## src/rtl/core/ofq_pkg.sv

```systemverilog
// ----------------------------------------------------------------------------
// ofq_pkg
// Shared types, codes and defaults of the order queue with served history.
// ----------------------------------------------------------------------------
package ofq_pkg;

    localparam int OFQ_QUEUE_DEPTH   = 16;
    localparam int OFQ_HISTORY_DEPTH = 16;
    localparam int OFQ_MAX_RESULTS   = 16;

    localparam int OFQ_ACT_W    = 3;
    localparam int OFQ_STATUS_W = 2;
    localparam int OFQ_POS_W    = 5;
    localparam int OFQ_CUST_W   = 16;
    localparam int OFQ_ITEM_W   = 8;
    localparam int OFQ_PRICE_W  = 24;

    localparam logic [OFQ_ACT_W-1:0] ACT_ENQUEUE   = 3'd0;
    localparam logic [OFQ_ACT_W-1:0] ACT_SERVE     = 3'd1;
    localparam logic [OFQ_ACT_W-1:0] ACT_CANCEL    = 3'd2;
    localparam logic [OFQ_ACT_W-1:0] ACT_LIST_PEND = 3'd3;
    localparam logic [OFQ_ACT_W-1:0] ACT_LIST_HIST = 3'd4;

    localparam logic [OFQ_STATUS_W-1:0] ST_OK    = 2'd0;
    localparam logic [OFQ_STATUS_W-1:0] ST_EMPTY = 2'd1;
    localparam logic [OFQ_STATUS_W-1:0] ST_FULL  = 2'd2;

    typedef struct packed {
        logic [OFQ_CUST_W-1:0]  cust;
        logic [OFQ_ITEM_W-1:0]  item;
        logic [OFQ_PRICE_W-1:0] price;
    } ofq_rec_t;

    typedef struct packed {
        logic                    load;
        logic                    do_enq;
        logic                    do_serve;
        logic                    do_cancel;
        logic                    step;
        logic                    emit;
        logic [OFQ_STATUS_W-1:0] emit_status;
        logic                    emit_rec;
        logic                    emit_list;
    } ofq_cmd_t;

    typedef struct packed {
        logic [OFQ_ACT_W-1:0] action;
        logic                 pend_empty;
        logic                 pend_full;
        logic                 hist_empty;
        logic                 list_last;
        logic                 out_free;
    } ofq_stat_t;

endpackage

```

## src/rtl/core/ofq_ctrl.sv

```systemverilog
// ----------------------------------------------------------------------------
// ofq_ctrl
// Controller of the order queue: decodes each action and sequences the
// datapath through updates, record fetches and listing walks.
// ----------------------------------------------------------------------------
module ofq_ctrl import ofq_pkg::*; (
    input  logic      aclk,
    input  logic      aresetn,
    input  logic      s_tvalid,
    output logic      s_tready,
    input  ofq_stat_t stat,
    output ofq_cmd_t  cmd
);

    typedef enum logic [4:0] {
        S_IDLE   = 5'b00001,
        S_DECIDE = 5'b00010,
        S_SERVE  = 5'b00100,
        S_LIST   = 5'b01000,
        S_LWAIT  = 5'b10000
    } state_t;

    state_t state_reg;
    state_t state_next;

    always_ff @(posedge aclk) begin
        if (!aresetn) begin
            state_reg <= S_IDLE;
        end else begin
            state_reg <= state_next;
        end
    end

    always_comb begin
        state_next      = state_reg;
        cmd             = '0;
        cmd.emit_status = ST_OK;
        s_tready        = 1'b0;
        case (state_reg)
            S_IDLE: begin
                s_tready = 1'b1;
                if (s_tvalid) begin
                    cmd.load   = 1'b1;
                    state_next = S_DECIDE;
                end
            end
            S_DECIDE: begin
                case (stat.action)
                    ACT_ENQUEUE: begin
                        if (stat.out_free) begin
                            cmd.emit        = 1'b1;
                            cmd.emit_status = stat.pend_full ? ST_FULL : ST_OK;
                            cmd.do_enq      = !stat.pend_full;
                            state_next      = S_IDLE;
                        end
                    end
                    ACT_CANCEL: begin
                        if (stat.out_free) begin
                            cmd.emit        = 1'b1;
                            cmd.emit_status = stat.pend_empty ? ST_EMPTY : ST_OK;
                            cmd.do_cancel   = !stat.pend_empty;
                            state_next      = S_IDLE;
                        end
                    end
                    ACT_SERVE, ACT_LIST_PEND: begin
                        if (!stat.pend_empty) begin
                            state_next = (stat.action == ACT_SERVE) ? S_SERVE : S_LIST;
                        end else if (stat.out_free) begin
                            cmd.emit        = 1'b1;
                            cmd.emit_status = ST_EMPTY;
                            state_next      = S_IDLE;
                        end
                    end
                    ACT_LIST_HIST: begin
                        if (!stat.hist_empty) begin
                            state_next = S_LIST;
                        end else if (stat.out_free) begin
                            cmd.emit        = 1'b1;
                            cmd.emit_status = ST_EMPTY;
                            state_next      = S_IDLE;
                        end
                    end
                    default: begin
                        state_next = S_IDLE;
                    end
                endcase
            end
            S_SERVE: begin
                if (stat.out_free) begin
                    cmd.emit     = 1'b1;
                    cmd.emit_rec = 1'b1;
                    cmd.do_serve = 1'b1;
                    state_next   = S_IDLE;
                end
            end
            S_LIST: begin
                if (stat.out_free) begin
                    cmd.emit      = 1'b1;
                    cmd.emit_rec  = 1'b1;
                    cmd.emit_list = 1'b1;
                    cmd.step      = 1'b1;
                    state_next    = stat.list_last ? S_IDLE : S_LWAIT;
                end
            end
            S_LWAIT: begin
                state_next = S_LIST;
            end
            default: begin
                state_next = S_IDLE;
            end
        endcase
    end

endmodule

```

## src/rtl/core/ofq_datapath.sv

```systemverilog
// ----------------------------------------------------------------------------
// ofq_datapath
// Pending and history memories, their pointers and counts, the listing
// walk pointers and the result register.
// ----------------------------------------------------------------------------
module ofq_datapath import ofq_pkg::*; #(
    parameter int QUEUE_DEPTH   = OFQ_QUEUE_DEPTH,
    parameter int HISTORY_DEPTH = OFQ_HISTORY_DEPTH
) (
    input  logic                    aclk,
    input  logic                    aresetn,
    input  logic [OFQ_ACT_W-1:0]    s_action,
    input  ofq_rec_t                s_rec,
    input  ofq_cmd_t                cmd,
    output ofq_stat_t               stat,
    input  logic                    m_tready,
    output logic                    m_tvalid,
    output logic [OFQ_STATUS_W-1:0] m_status,
    output ofq_rec_t                m_rec,
    output logic [OFQ_POS_W-1:0]    m_position,
    output logic                    m_last
);

    localparam int QIW = $clog2(QUEUE_DEPTH);
    localparam int QCW = $clog2(QUEUE_DEPTH + 1);
    localparam int HIW = $clog2(HISTORY_DEPTH);
    localparam int HCW = $clog2(HISTORY_DEPTH + 1);
    localparam int SW  = QCW + 1;
    localparam int LW0 = (QCW > HCW) ? QCW : HCW;
    localparam int LW  = (LW0 > OFQ_POS_W) ? LW0 : OFQ_POS_W;

    ofq_rec_t pend_mem [QUEUE_DEPTH];
    ofq_rec_t hist_mem [HISTORY_DEPTH];

    logic [OFQ_ACT_W-1:0]    action_reg;
    ofq_rec_t                in_rec_reg;
    logic [QIW-1:0]          head_reg, head_next;
    logic [QCW-1:0]          pcnt_reg, pcnt_next;
    logic [HIW-1:0]          top_reg, top_next;
    logic [HCW-1:0]          hcnt_reg, hcnt_next;
    logic [QIW-1:0]          p_ptr_reg, p_ptr_next;
    logic [HIW-1:0]          h_ptr_reg, h_ptr_next;
    logic [OFQ_POS_W-1:0]    pos_reg, pos_next;
    ofq_rec_t                p_rdata_reg;
    ofq_rec_t                h_rdata_reg;
    logic                    m_valid_reg, m_valid_next;
    logic [OFQ_STATUS_W-1:0] out_status_reg;
    ofq_rec_t                out_rec_reg;
    logic [OFQ_POS_W-1:0]    out_pos_reg;
    logic                    out_last_reg;

    logic [SW-1:0]           tail_sum;
    logic [QIW-1:0]          tail_addr;
    logic [HIW-1:0]          top_prev;
    logic                    pend_full;
    logic                    hist_full;
    logic [LW-1:0]           list_cnt;
    logic                    list_last;
    logic                    out_free;
    ofq_rec_t                sel_rec;

    assign tail_sum  = SW'(head_reg) + SW'(pcnt_reg);
    assign tail_addr = (tail_sum >= SW'(QUEUE_DEPTH)) ? QIW'(tail_sum - SW'(QUEUE_DEPTH))
                                                      : QIW'(tail_sum);
    assign top_prev  = (top_reg == '0) ? HIW'(HISTORY_DEPTH - 1) : top_reg - 1'b1;
    assign pend_full = (pcnt_reg == QCW'(QUEUE_DEPTH));
    assign hist_full = (hcnt_reg == HCW'(HISTORY_DEPTH));
    assign list_cnt  = (action_reg == ACT_LIST_HIST) ? LW'(hcnt_reg) : LW'(pcnt_reg);
    assign list_last = (pos_reg == OFQ_POS_W'(OFQ_MAX_RESULTS)) || (LW'(pos_reg) == list_cnt);
    assign out_free  = !m_valid_reg || m_tready;
    assign sel_rec   = (action_reg == ACT_LIST_HIST) ? h_rdata_reg : p_rdata_reg;

    always_comb begin
        stat.action     = action_reg;
        stat.pend_empty = (pcnt_reg == '0);
        stat.pend_full  = pend_full;
        stat.hist_empty = (hcnt_reg == '0);
        stat.list_last  = list_last;
        stat.out_free   = out_free;
    end

    always_ff @(posedge aclk) begin
        if (cmd.do_enq) begin
            pend_mem[tail_addr] <= in_rec_reg;
        end
        p_rdata_reg <= pend_mem[p_ptr_reg];
    end

    always_ff @(posedge aclk) begin
        if (cmd.do_serve) begin
            hist_mem[top_reg] <= p_rdata_reg;
        end
        h_rdata_reg <= hist_mem[h_ptr_reg];
    end

    always_comb begin
        head_next  = head_reg;
        pcnt_next  = pcnt_reg;
        top_next   = top_reg;
        hcnt_next  = hcnt_reg;
        p_ptr_next = p_ptr_reg;
        h_ptr_next = h_ptr_reg;
        pos_next   = pos_reg;
        if (cmd.do_enq) begin
            pcnt_next = pcnt_reg + 1'b1;
        end
        if (cmd.do_cancel) begin
            pcnt_next = pcnt_reg - 1'b1;
        end
        if (cmd.do_serve) begin
            head_next = (head_reg == QIW'(QUEUE_DEPTH - 1)) ? '0 : head_reg + 1'b1;
            pcnt_next = pcnt_reg - 1'b1;
            top_next  = (top_reg == HIW'(HISTORY_DEPTH - 1)) ? '0 : top_reg + 1'b1;
            if (!hist_full) begin
                hcnt_next = hcnt_reg + 1'b1;
            end
        end
        if (cmd.load) begin
            p_ptr_next = head_reg;
            h_ptr_next = top_prev;
            pos_next   = OFQ_POS_W'(1);
        end else if (cmd.step) begin
            p_ptr_next = (p_ptr_reg == QIW'(QUEUE_DEPTH - 1)) ? '0 : p_ptr_reg + 1'b1;
            h_ptr_next = (h_ptr_reg == '0) ? HIW'(HISTORY_DEPTH - 1) : h_ptr_reg - 1'b1;
            pos_next   = pos_reg + 1'b1;
        end
    end

    always_comb begin
        m_valid_next = m_valid_reg;
        if (cmd.emit) begin
            m_valid_next = 1'b1;
        end else if (m_tready) begin
            m_valid_next = 1'b0;
        end
    end

    always_ff @(posedge aclk) begin
        if (!aresetn) begin
            head_reg    <= '0;
            pcnt_reg    <= '0;
            top_reg     <= '0;
            hcnt_reg    <= '0;
            m_valid_reg <= 1'b0;
        end else begin
            head_reg    <= head_next;
            pcnt_reg    <= pcnt_next;
            top_reg     <= top_next;
            hcnt_reg    <= hcnt_next;
            m_valid_reg <= m_valid_next;
        end
    end

    always_ff @(posedge aclk) begin
        p_ptr_reg <= p_ptr_next;
        h_ptr_reg <= h_ptr_next;
        pos_reg   <= pos_next;
        if (cmd.load) begin
            action_reg <= s_action;
            in_rec_reg <= s_rec;
        end
        if (cmd.emit) begin
            out_status_reg <= cmd.emit_status;
            out_rec_reg    <= cmd.emit_rec ? sel_rec : '0;
            out_pos_reg    <= cmd.emit_list ? pos_reg : '0;
            out_last_reg   <= cmd.emit_list ? list_last : 1'b1;
        end
    end

    assign m_tvalid   = m_valid_reg;
    assign m_status   = out_status_reg;
    assign m_rec      = out_rec_reg;
    assign m_position = out_pos_reg;
    assign m_last     = out_last_reg;

    a_pcnt_bound: assert property (@(posedge aclk) disable iff (!aresetn)
        pcnt_reg <= QCW'(QUEUE_DEPTH))
        else $error("pending count exceeds queue depth");

    a_hcnt_bound: assert property (@(posedge aclk) disable iff (!aresetn)
        hcnt_reg <= HCW'(HISTORY_DEPTH))
        else $error("history count exceeds history depth");

    a_enq_not_full: assert property (@(posedge aclk) disable iff (!aresetn)
        cmd.do_enq |-> !pend_full)
        else $error("enqueue written into a full queue");

    a_emit_free: assert property (@(posedge aclk) disable iff (!aresetn)
        cmd.emit |-> out_free)
        else $error("result register overwritten before its beat was taken");

    a_serve_count: assert property (@(posedge aclk) disable iff (!aresetn)
        cmd.do_serve |=> pcnt_reg == QCW'($past(pcnt_reg) - 1'b1))
        else $error("serve did not remove exactly one pending entry");

endmodule

```

## src/rtl/core/order_fifo_tail_cancel_history_core.sv

```systemverilog
// ----------------------------------------------------------------------------
// order_fifo_tail_cancel_history_core
// Bounded queue of order records with cancel of the newest entry, serve
// into a served-history stack, and listings of both stores.
//
// Channel  Dir  Beat contents
// s_       in   tuser: action; tdata: customer, item, price
// m_       out  tuser: status; tdata: customer, item, price, position;
//               tlast: last result of the action
//
// An action is taken only in the idle state, one at a time. Enqueue, cancel,
// an unused action code and any action on an empty store pass through the
// decide state only, serve goes on to the serve state, and a listing
// alternates list and wait states for the registered memory read ports.
// Reset clears the counts and the head and top pointers; memory contents stay
// undefined until written. A stalled result beat holds the controller
// until it is taken, while the next action can already be accepted.
// ----------------------------------------------------------------------------
module order_fifo_tail_cancel_history_core import ofq_pkg::*; #(
    parameter int QUEUE_DEPTH   = OFQ_QUEUE_DEPTH,
    parameter int HISTORY_DEPTH = OFQ_HISTORY_DEPTH
) (
    input  logic        aclk,
    input  logic        aresetn,
    input  logic        s_tvalid,
    output logic        s_tready,
    input  logic [47:0] s_tdata,   // customer_id, item_code, price
    input  logic [2:0]  s_tuser,   // action
    output logic        m_tvalid,
    input  logic        m_tready,
    output logic [55:0] m_tdata,   // out_customer, out_item, out_price, position
    output logic [1:0]  m_tuser,   // status
    output logic        m_tlast
);

    ofq_cmd_t             cmd;
    ofq_stat_t            stat;
    ofq_rec_t             s_rec;
    ofq_rec_t             m_rec;
    logic [OFQ_POS_W-1:0] m_position;

    assign s_rec.cust  = s_tdata[15:0];
    assign s_rec.item  = s_tdata[23:16];
    assign s_rec.price = s_tdata[47:24];

    ofq_ctrl u_ctrl (
        .aclk     (aclk),
        .aresetn  (aresetn),
        .s_tvalid (s_tvalid),
        .s_tready (s_tready),
        .stat     (stat),
        .cmd      (cmd)
    );

    ofq_datapath #(
        .QUEUE_DEPTH   (QUEUE_DEPTH),
        .HISTORY_DEPTH (HISTORY_DEPTH)
    ) u_datapath (
        .aclk       (aclk),
        .aresetn    (aresetn),
        .s_action   (s_tuser),
        .s_rec      (s_rec),
        .cmd        (cmd),
        .stat       (stat),
        .m_tready   (m_tready),
        .m_tvalid   (m_tvalid),
        .m_status   (m_tuser),
        .m_rec      (m_rec),
        .m_position (m_position),
        .m_last     (m_tlast)
    );

    assign m_tdata = {3'b000, m_position, m_rec.price, m_rec.item, m_rec.cust};

endmodule
```

## config.mk

```make
export PLATFORM = sky130hd
export DESIGN_NAME = order_fifo_tail_cancel_history_core
export DESIGN_NICKNAME = d
export VERILOG_FILES = /design/src/rtl/core/ofq_pkg.sv /design/src/rtl/core/ofq_ctrl.sv /design/src/rtl/core/ofq_datapath.sv /design/src/rtl/core/order_fifo_tail_cancel_history_core.sv
export SDC_FILE = /design/constraint.sdc
export NUM_CORES = 2
export LEC_CHECK = 0
export ABC_CLOCK_PERIOD_IN_PS = 12500
export BUFFER_PORTS_ARGS = -buffer_cell sky130_fd_sc_hd__buf_2
export CAP_MARGIN = 10
export CORE_ASPECT_RATIO = 1.25
export CORE_UTILIZATION = 38
export DETAILED_ROUTE_END_ITERATION = 8
export PLACE_DENSITY = 0.62
export SYNTH_ARGS = -nofsm -noshare
export SYNTH_HDL_FRONTEND = slang
export SYNTH_SLANG_ARGS = --single-unit
```

## constraint.sdc

```tcl
create_clock -name aclk -period 12.5 [get_ports aclk]
set_input_delay 1.25 -clock aclk [delete_from_list [all_inputs] [get_ports aclk]]
set_output_delay 1.25 -clock aclk [all_outputs]
set_load 0.05 [all_outputs]
```

==> flow_summary.yaml <==
setup_path:
  critPathKind: "in -> reg"
  worst_ep_arrival_time_ns: 4.43
  worstPathRequired_ns: 12.91
  start_kind: "primary input"
  cp-end-kind: "flip-flop"
  cp_max_fo: 35
grt:
  grt.overflow.total: 0
  grt_max_degree: 134
  grt_pass1_vias: 31821
  grtUsageTotal_pct: 15.9
  met3_usage_pct: 2.34
  antenna_found_initial: 4
  busiest_layer: "met2"
  grtUsageMet1_pct: 21.4
  globalRouteMet2Util_pct: 27.0
  grt_first_pass_wirelength_um: 209000
clock_network:
  path_clk_slew_ns: 0.06
  htreeDepth: 4
  holdBufCountCts: 0
  root_buffer: "clkbuf_16"
  clock_path_buffers: 3
  cts_resized: 0
  clk_latency_ns: 0.80
  post-cts-setup-buffers: 0
  cts_tree: "built"
  cts_sinks: 1776
  numCtsBuffers: 173
synthesis:
  synth-seq-area-share_pct: 78.4
  synth_area_mm2: 0.0664
  ys_types: 63
  ys.flop_type: "edfxtp_1"
  syn_inst: 3108
  avgSynthCellArea_um2: 21.4
  synth-seq-cells: 1776
  ys_warn_count: 0
  async_flop_share_pct: 0
  synth_edf_count: 1651
floorplan:
  start_util_pct: 38.2
  dieHeight_um: 470
  die_area_mm2: 0.177
  core_area_mm2: 0.174
  rows: 171
  ioPinCount: 116
  die_w_um: 376
layout:
  fin_util_pct: 43.5
  reg_top3: "u_datapath.hist_mem x768, u_datapath.pend_mem x768"
  fin_area_mm2: 0.0756
  multi_input_area_mm2: 0.0138
  fillers: 14880
  final_nets: 3368
  layout-drive-gt1-share_pct: 27.5
  final_cell_mix: "edfxtp_1 (1,651), mux4_2 (384), clkbuf_16 (176), nand2_1 (132), dfxtp_1 (125)"
  syn2layout_area_growth_pct: 13.7
  regArea_mm2: 0.0521
  final_common_cell: "edfxtp_1"
timing:
  slew_headroom_pct: 30.8
  slew_viol_final: 0
  setup_slack_ns: 8.49
  finalSetupViolations: 0
  hold_violations: 0
  clock_skew_ns: 0.0371
  period_minus_slack_ns: 4.01
  final.setup.tns_ns: 0
  worstMarginPinSlew_ns: 1.04
  period_share_pct: 32.1
  fmax_mhz: 249
  rsz0062_at_grt: "false"
power:
  clockPowerShare_pct: 39.4
  seq_power_share_pct: 54.5
  powerDensity_mw_per_mm2: 172
  internal_power_w: 0.0101
  p_leak_nw: 23.9
  p_comb_share_pct: 6.1
  total_power_w: 0.0130
  swShare_pct: 22.4
  ir_drop_uv: 97.5
  p_sw_w: 0.00292
flow_run:
  maxCapViolations: 0
placement:
  place_congestion: 0.753
  placed_area_mm2: 0.0699
  place_ws_ns: 7.65
  portBuffers: 112
  hpwl_um: 74000
drt:
  vias_per_cell: 5.22
  wire_per_inst_um: 24.3
  ant_nets: 0
  wirelength_um: 140000
  routed-via-count: 30148
  drt_iter0_markers: 2515
  dr.pass1.iters: 5
  drc_errors: 0
run_status:
  status: "finished, final reports clean"
min_path:
  min_path_type: "reg -> reg"
-- worst max-delay path: stages --
cell	delay, ns
buf_2	0.08
nand2b_1	0.43
nand2_1	0.17
nor3b_2	0.71
nand3b_1	0.47
nor2_4	0.58
buf_4	0.65
-- kinds of logic after synthesis --
group / after synthesis / synth area share, %
buffers and inverters: 183 / 1.30
muxes: 490 / 14.8
other: 1 / 0.00564
AOI/OAI and AO/OA: 305 / 2.74
adders and majority gates: 19 / 0.369
DFF: 1776 / 78.4
xor gates and xnor gates: 24 / 0.316
and+or+nand+nor: 310 / 2.10
-- power by group through the flow --
stage / logic (W) / registers [W] / clock network (W)
3_3_place_gp: 0.000800 / 0.00720 / 0
2_1_floorplan: 0.000598 / 0.00706 / 0
3_5_place_dp: 0.000805 / 0.00722 / 0
6_report: 0.000790 / 0.00710 / 0.00513
5_1_grt: 0.000855 / 0.00713 / 0.00547
4_1_cts: 0.000806 / 0.00710 / 0.00524
-- synth_stat cells (8+ instances only) --
master,number,share of area (%)
o21ai_0,61,0.46
buf_4,13,0.15
nor3_1,13,0.098
clkbuf_1,81,0.46
buf_6,9,0.15
mux2_2,96,1.6
and3_1,8,0.075
buf_2,45,0.34
nor2b_1,9,0.085
dfxtp_1,125,3.8
mux4_2,384,13
a21oi_1,112,0.84
o22ai_1,49,0.46
nand3_1,8,0.060
nand2_1,134,0.76
mux2i_1,10,0.15
and2_1,10,0.094
xor2_1,10,0.13
nor2_1,97,0.55
a22oi_1,48,0.54
ha_1,18,0.34
buf_1,16,0.090
inv_1,18,0.10
xnor2_1,14,0.18
edfxtp_1,1651,75
-- through the flow --
stage,instances,hold slack (ns)
global placement,5454,0.534
global route,5776,0.568
detailed placement,5454,0.533
finish,5777,0.557
CTS,5776,0.550
floorplan,3110,0.500
-- per-layer routing --
layer,wire length (um),up-vias
met5,0,-
met4,2730,0
met3,6380,184
met2,71300,758
met1,59900,16032
li1,-,13174
-- path summary, 6_finish.rpt --
check,slack [ns],start,cells after the start,to
hold / removal,0.56,u_datapath.h_rdata_reg[40]$_DFF_P_,2,u_datapath.m_rec[40]$_SDFFCE_PN0P_
setup reg to reg,8.68,u_datapath.action_reg[1]$_DFFE_PP_,6,u_datapath.pend_mem[1][20]$_DFFE_PP_
hold reg to reg,0.56,u_datapath.h_rdata_reg[40]$_DFF_P_,2,u_datapath.m_rec[40]$_SDFFCE_PN0P_
setup / recovery,8.49,m_tready,7,u_datapath.pend_mem[1][20]$_DFFE_PP_
-- area by class of cell --
type,instances,share of cell area [%]
clock inverters,68,0.949
repair buffers,174,1.44
multi-input cells,1151,18.2
inverters,18,0.0911
clock buffers,254,6.51
diodes,1,0.00331
well taps,2335,3.87
flip-flops and latches,1776,68.9
Power figures use the tool's default switching activity.
